**src/rtl/core/lse_pkg.sv**
```systemverilog
// ----------------------------------------------------------------------------
// lse_pkg
// Shared widths, control word layout and microcode for the Legendre series
// evaluator.
// ----------------------------------------------------------------------------
package lse_pkg;

    localparam int ORD_W         = 4;
    localparam int MAX_ORDER_DEF = 10;
    localparam int X_W           = 16;
    localparam int C_W           = 32;
    localparam int P_W           = 32;
    localparam int ACC_W         = 48;
    localparam int K_W           = 21;
    localparam int NUM_W         = 54;
    localparam int A_W           = 50;
    localparam int DIV_W         = 38;
    localparam int STEP_W        = 4;

    localparam logic signed [P_W-1:0] P_ONE = 32'sh4000_0000;

    typedef enum logic [3:0] {
        OP_NOP,
        OP_LOAD,
        OP_FULLCHK,
        OP_KMUL,
        OP_NUM,
        OP_SUBP2,
        OP_DIVLD,
        OP_DIVRUN,
        OP_PUPD,
        OP_CPMUL,
        OP_TERM,
        OP_EMIT
    } op_t;

    typedef enum logic [1:0] {
        JMP_NEXT,
        JMP_GOTO,
        JMP_IF,
        JMP_WAIT
    } jmp_t;

    typedef enum logic [2:0] {
        COND_XFER,
        COND_FULL,
        COND_ZERO,
        COND_DIV_LAST,
        COND_NO_LAST,
        COND_OUT_FREE
    } cond_t;

    typedef struct packed {
        logic              in_rdy;
        op_t               op;
        jmp_t              jmp;
        cond_t             cond;
        logic [STEP_W-1:0] target;
    } ctrl_t;

    typedef struct packed {
        logic             xfer;
        logic             full;
        logic             zero;
        logic             div_last;
        logic             last;
        logic             out_free;
        logic [ORD_W-1:0] order;
    } stat_t;

    localparam logic [STEP_W-1:0] ST_FETCH  = 4'd0;
    localparam logic [STEP_W-1:0] ST_CHK    = 4'd1;
    localparam logic [STEP_W-1:0] ST_KMUL   = 4'd2;
    localparam logic [STEP_W-1:0] ST_NUM    = 4'd3;
    localparam logic [STEP_W-1:0] ST_SUBP2  = 4'd4;
    localparam logic [STEP_W-1:0] ST_DIVLD  = 4'd5;
    localparam logic [STEP_W-1:0] ST_DIVRUN = 4'd6;
    localparam logic [STEP_W-1:0] ST_PUPD   = 4'd7;
    localparam logic [STEP_W-1:0] ST_CPMUL  = 4'd8;
    localparam logic [STEP_W-1:0] ST_TERM   = 4'd9;
    localparam logic [STEP_W-1:0] ST_CLOSE  = 4'd10;
    localparam logic [STEP_W-1:0] ST_EMIT   = 4'd11;

    // microcode ROM
    function automatic ctrl_t ucode(input logic [STEP_W-1:0] step);
        ctrl_t cw;
        case (step)
            ST_FETCH:  cw = ctrl_t'{1'b1, OP_LOAD,    JMP_WAIT, COND_XFER,     ST_CHK};
            ST_CHK:    cw = ctrl_t'{1'b0, OP_FULLCHK, JMP_IF,   COND_FULL,     ST_CLOSE};
            ST_KMUL:   cw = ctrl_t'{1'b0, OP_KMUL,    JMP_IF,   COND_ZERO,     ST_CPMUL};
            ST_NUM:    cw = ctrl_t'{1'b0, OP_NUM,     JMP_NEXT, COND_XFER,     ST_FETCH};
            ST_SUBP2:  cw = ctrl_t'{1'b0, OP_SUBP2,   JMP_NEXT, COND_XFER,     ST_FETCH};
            ST_DIVLD:  cw = ctrl_t'{1'b0, OP_DIVLD,   JMP_NEXT, COND_XFER,     ST_FETCH};
            ST_DIVRUN: cw = ctrl_t'{1'b0, OP_DIVRUN,  JMP_WAIT, COND_DIV_LAST, ST_PUPD};
            ST_PUPD:   cw = ctrl_t'{1'b0, OP_PUPD,    JMP_NEXT, COND_XFER,     ST_FETCH};
            ST_CPMUL:  cw = ctrl_t'{1'b0, OP_CPMUL,   JMP_NEXT, COND_XFER,     ST_FETCH};
            ST_TERM:   cw = ctrl_t'{1'b0, OP_TERM,    JMP_NEXT, COND_XFER,     ST_FETCH};
            ST_CLOSE:  cw = ctrl_t'{1'b0, OP_NOP,     JMP_IF,   COND_NO_LAST,  ST_FETCH};
            ST_EMIT:   cw = ctrl_t'{1'b0, OP_EMIT,    JMP_WAIT, COND_OUT_FREE, ST_FETCH};
            default:   cw = ctrl_t'{1'b0, OP_NOP,     JMP_GOTO, COND_XFER,     ST_FETCH};
        endcase
        return cw;
    endfunction

endpackage

```
**src/rtl/core/lse_seq.sv**
```systemverilog
// ----------------------------------------------------------------------------
// lse_seq
// Microcode sequencer: step counter, control ROM and conditional jumps.
// ----------------------------------------------------------------------------
module lse_seq
    import lse_pkg::*;
(
    input  logic  aclk,
    input  logic  aresetn,
    input  stat_t stat,
    output ctrl_t ctrl
);

    logic [STEP_W-1:0] step_reg;
    logic [STEP_W-1:0] step_next;
    ctrl_t             cw;
    logic              hit;

    always_comb begin
        cw = ucode(step_reg);
        case (cw.cond)
            COND_XFER:     hit = stat.xfer;
            COND_FULL:     hit = stat.full;
            COND_ZERO:     hit = stat.zero;
            COND_DIV_LAST: hit = stat.div_last;
            COND_NO_LAST:  hit = !stat.last;
            COND_OUT_FREE: hit = stat.out_free;
            default:       hit = 1'b0;
        endcase
        case (cw.jmp)
            JMP_NEXT: step_next = step_reg + 1'b1;
            JMP_GOTO: step_next = cw.target;
            JMP_IF:   step_next = hit ? cw.target : step_reg + 1'b1;
            JMP_WAIT: step_next = hit ? cw.target : step_reg;
            default:  step_next = ST_FETCH;
        endcase
    end

    always_ff @(posedge aclk) begin
        if (!aresetn) begin
            step_reg <= ST_FETCH;
        end else begin
            step_reg <= step_next;
        end
    end

    assign ctrl = cw;

endmodule

```
**config.mk**
```make
export PLATFORM = sky130hd
export DESIGN_NAME = lse_seq
export DESIGN_NICKNAME = d
export VERILOG_FILES = /design/src/rtl/core/lse_pkg.sv /design/src/rtl/core/lse_seq.sv
export SDC_FILE = /design/constraint.sdc
export NUM_CORES = 1
export LEC_CHECK = 0
export ABC_CLOCK_PERIOD_IN_PS = 6070
export BUFFER_PORTS_ARGS = -buffer_cell sky130_fd_sc_hd__buf_2
export CELL_PAD_IN_SITES_DETAIL_PLACEMENT = 1
export CELL_PAD_IN_SITES_GLOBAL_PLACEMENT = 1
export CORE_ASPECT_RATIO = 0.9
export CORE_MARGIN = 2
export CORE_UTILIZATION = 41
export DETAILED_ROUTE_END_ITERATION = 8
export PLACE_DENSITY = 0.9
export SLEW_MARGIN = 10
export SYNTH_ARGS = -nofsm -noshare
export SYNTH_HDL_FRONTEND = slang
export SYNTH_SLANG_ARGS = --single-unit
```
**constraint.sdc**
```tcl
create_clock -name aclk -period 6.07 [get_ports aclk]
set_input_delay 0.607 -clock aclk [delete_from_list [all_inputs] [get_ports aclk]]
set_output_delay 0.607 -clock aclk [all_outputs]
set_load 0.005 [all_outputs]
```
After elaboration in Yosys (flattened, before gate mapping)
Memory sizes are Yosys's and may differ from the RTL's. A register that Yosys moved wholly into a read port is not among the register bits.
Cells that the tools add are included.
Word-level totals
  bits in registers: 4
  ROM bits: 224
  word-level logic and storage cells: 21
  memories kept: 1
Cells by class
  $add $sub $neg: 1
  equal/unequal tests: 9
  multiplexer cells: 6
  reduce and logical (&&, ||, !) cells: 3
Memories
  (no name shown): depth 16, width 14, read ports 1, clocked after memory_dff 1, wr ports 0, RTL line lse_pkg.sv:87  | case (step)
Operators with widths (number)
  2-to-1 mux 4 bit: 4
  one-hot mux 4 bit (4 select lines): 1
  == test 3 x 2 -> 1 bit, second input constant: 2
  == test 3 bit, second input constant: 2
  one-hot mux 1 bit (6 select lines): 1
  adder 4 x 1 -> 4 bit, second input constant: 1
  == test 2 bit, second input constant: 2
  == test 3 x 1 -> 1 bit, second input constant: 1
  logical NOT 3 bit: 1
  == test 2 x 1 -> 1 bit, second input constant: 1
  logical NOT 2 bit: 1
  != test 2 bit, second input constant: 1
  logical NOT 1 bit: 1

Logic depth before layout (Yosys ltp)
  depth after elaboration: 6
  gate-level depth with buffers: 10

Worst setup path before layout
OpenSTA, ideal clock, no wires.
  kind: input -> register
  start point: input stat[6] in the netlist's numbering
  end point: register, netlist name ctrl[4]
  setup time: 0.122 ns
  data arrival time: 2.463 ns
  slack: 3.485 ns
  cell stages on the path: 8
  cell sequence: mux4_2 > nand2b_2 > nand2_4 > and3_1 > o31a_1 > ha_1 > and2_1 > a221o_1
On the way
  cells in the longest elaborated chain, start to end: 5
  elaborated cells on any way between the ends: 6
RTL lines
  start: declaration: RTL line lse_seq.sv:10  | input stat_t stat,
  one-hot mux 1 bit (6 select lines) (*): RTL line lse_seq.sv:21  | case (cw.cond)
  2-to-1 mux 4 bit: RTL line lse_seq.sv:33  | JMP_IF: step_next = hit ? cw.target : step_reg + 1'b1;
  one-hot mux 4 bit (4 select lines): RTL line lse_seq.sv:30  | case (cw.jmp)
  2-to-1 mux 4 bit (no line) (*) (2 in a row)
Every way passes the cells marked *; elsewhere a longest branch is shown, timed or not.
A chain may end at the register's enable or synchronous reset.

Worst setup path after layout
  start point: register, netlist name ctrl[4]
  end point: register, netlist name ctrl[4]
On the way
  cells in the longest elaborated chain, start to end: 6
  elaborated cells on any way between the ends: 12
RTL lines (RTL line)
  == test 3 bit (tied with other cells): lse_seq.sv:21
  one-hot mux 1 bit (6 select lines) (*): lse_seq.sv:21
  2-to-1 mux 4 bit: lse_seq.sv:33
  one-hot mux 4 bit (4 select lines): lse_seq.sv:30
  2-to-1 mux 4 bit (no line) (*) (2 in a row)
Marks and branches as above.

==> flow_metrics.tcl <==
set metrics [dict create \
    status "finished, final reports clean" \
    post_cts_resized 0 \
    final_util_pct 51.4 \
    antenna_cells 0 \
    htree_levels 1 \
    worst_path_max_delay_cell "mux4_2" \
    finalMaxSlewViolations 0 \
    fin_tns_setup_ps 0 \
    dieWidth_um 55.5 \
    cts_tree "built" \
    start_kind "register" \
    synth.most_common_cell "dfxtp_1" \
    layout.cells.non_filler 152 \
    numCtsBuffers 3 \
    io_pins 26 \
    path_buf_inv 0 \
    critical_path.top_delay_family "simple AND/OR/NAND/NOR gates" \
    grt_pass1_wl_mm 4.15 \
    ant_nets 0 \
    dpl.cell_count 148 \
    netlist_area_um2 978 \
    yosysWarnings 0 \
    design.die.area_um2 2790 \
    synthTopCellsByCount "18 x dfxtp_1, 7 x inv_1, 6 x ha_1, 6 x nor2_1, 5 x nand2_1" \
    synth_cell_types 36 \
    min_period_ps 2710 \
    holdWs_ps 611 \
    avgViaCountPerCell 5.80 \
    maxSlewHeadroom_pct 63.5 \
    min_path_cells 2 \
    grt_overflow 0 \
    avgSynthCellArea_um2 9.50 \
    path_clk_slew_ps 110 \
    dpl_cell_area_um2 1110 \
    grt_pass1_vias 878 \
    largest_reg_flops 14 \
    path_depth 10 \
    antenna_found_initial 0 \
    fmax_ghz 0.368 \
    p_per_area_nw_per_um2 565 \
    yosysTopAreaCell "dfxtp_1" \
    ys_seq_elements 18 \
    clockRootBuffer "clkbuf_4" \
    synthFlopType "dfxtp_1" \
    finClkSkew_ps 12.7 \
    numPortBuffers 21 \
    start_util_pct 44.0 \
    postSynthCellCount 103 \
    routedWlPerCell_um 16.7 \
    post-route-period-util_pct 44.7 \
    async_flop_share_pct 0 \
    first_iter_violations 11 \
    hp-class "reg -> reg" \
    hpwl_mm 1.95 \
    p_leak_nw 0.553 \
    max_stage_delay_ps 530 \
    grt_max_degree 15 \
    hold_buffers 0 \
    worstPathMaxFanout 7 \
    synth_area_leaders "dfxtp_1 37%, ha_1 7.7%, mux2i_1 4.1%" \
    area_delta_synth_final_pct 16.8 \
    die_h_um 50.3 \
    cp_cell_sequence "mux4_2 -> nand2b_2 -> nand2_4 -> nor2_1 -> a21oi_1 -> a21oi_1 -> ha_1 -> nand2_1 -> nor3_2 -> a221o_1" \
    setup_viol 0 \
    syn_nets 121 \
    ir_drop_uv 275 \
    wl_mm 2.53 \
    grt_usage_pct 18.8 \
    setup.worst_path.class "reg -> reg" \
    clock-sinks 18 \
    synth_top_area_share_pct 36.8 \
    cp.arrival_ps 2940 \
    worstMarginPinSlew_ps 546 \
    drive_gt1_share_pct 28.0 \
    rows 16 \
    synth-seq-area-share_pct 36.8 \
    rsz0062_at_grt "false" \
    cpMostUsedCell "a21oi_1" \
    place_congestion 0.763 \
    synth-edff-count 0 \
    worstRegToRegCells 10 \
    cp.required_ps 6300 \
    clk_latency_ps 290 \
    drc 0 \
    vias 882 \
    hold_violations 0 \
    drt-pass1-iter-count 4 \
    cts.path.max_buffers 2 \
    final_net_count 144 \
    critPathCaptureType "register" \
    core_um2 2220 \
    maxCapViolCount 0 \
    postCtsSetupBuffers 0 \
    finalInstanceArea_um2 1140 \
]
==> cell type report <==
cell class | count | area [um^2]
Fill cell | 269 | 1080
Timing Repair Buffer | 21 | 105
Multi-Input combinational cell | 75 | 581
Clock buffer | 4 | 36.3
Inverter | 7 | 26.3
Sequential cell | 18 | 360
Tap cell | 27 | 33.8
==> cells in the final DEF (no fill, tap or decap), types with 2 or more instances in the layout <==
| master | instances |
|---|---|
| o31a_1 | 2 |
| a21o_1 | 4 |
| inv_1 | 7 |
| nand4b_1 | 2 |
| dfxtp_1 | 18 |
| clkbuf_4 | 3 |
| or3_1 | 2 |
| nand3_1 | 3 |
| a21oi_1 | 4 |
| buf_2 | 21 |
| nand4_1 | 3 |
| a31oi_1 | 3 |
| nand2_1 | 5 |
| o21ai_0 | 2 |
| nor3_1 | 3 |
| mux2i_1 | 4 |
| a221o_1 | 2 |
| and2_1 | 4 |
| and3_1 | 3 |
| nand2b_1 | 2 |
| ha_1 | 6 |
| nor2_1 | 6 |
==> power by group <==
group	internal, W	leakage, nW	switching (W)
combinational	0.000159	0.383	0.000193
sequential	0.000169	0.149	0.0000521
clock	0.0000365	0.0210	0.0000367
total	0.000364	0.553	0.000281
==> metrics by stage <==
stage	total power [W]	setup slack, ps
6_report	0.000645	3360
5_1_grt	0.000695	3110
4_1_cts	0.000649	3350
3_5_place_dp	0.000572	3090
3_3_place_gp	0.000546	3230
2_1_floorplan	0.000464	3490
==> routing by layer <==
| metal | part of all wire [%] | track usage (%) | wire, um |
|---|---|---|---|
| met4 | 0.71 | 4.47 | 18 |
| met3 | 4.7 | 3.09 | 120 |
| met5 | 0 | 0 | 0 |
| met1 | 45 | 24.0 | 1140 |
| met2 | 50 | 33.1 | 1250 |
==> worst paths after layout <==
kind                               from     endpoint  slack, ps
worst max-delay path            ctrl[4]      ctrl[4]       3360
worst min-delay path            ctrl[1]  step_reg[1]        610
worst max register to register  ctrl[4]      ctrl[4]       3360
worst min register to register  ctrl[1]  step_reg[1]        610
==> cell families (layout without fill, tap and decap cells) <==
| kind of cell | count (synthesis) | after routing | share of synthesized area [%] |
|---|---|---|---|
| flops | 18 | 18 | 36.8 |
| simple gates | 36 | 36 | 21.1 |
| fa+ha+maj | 6 | 6 | 7.67 |
| compound gates | 26 | 26 | 21.6 |
| buf+inv | 10 | 32 | 3.84 |
| mux | 7 | 7 | 8.95 |
==> worst reg2reg max path, cell delays in order (launching register included) <==
cell	delay, ps
dfxtp_1	390
mux4_2	530
nand2b_2	130
nand2_4	100
nor2_1	140
a21oi_1	70
a21oi_1	460
ha_1	310
nand2_1	80
nor3_2	300
a221o_1	170
Power figures use the tool's default switching activity.
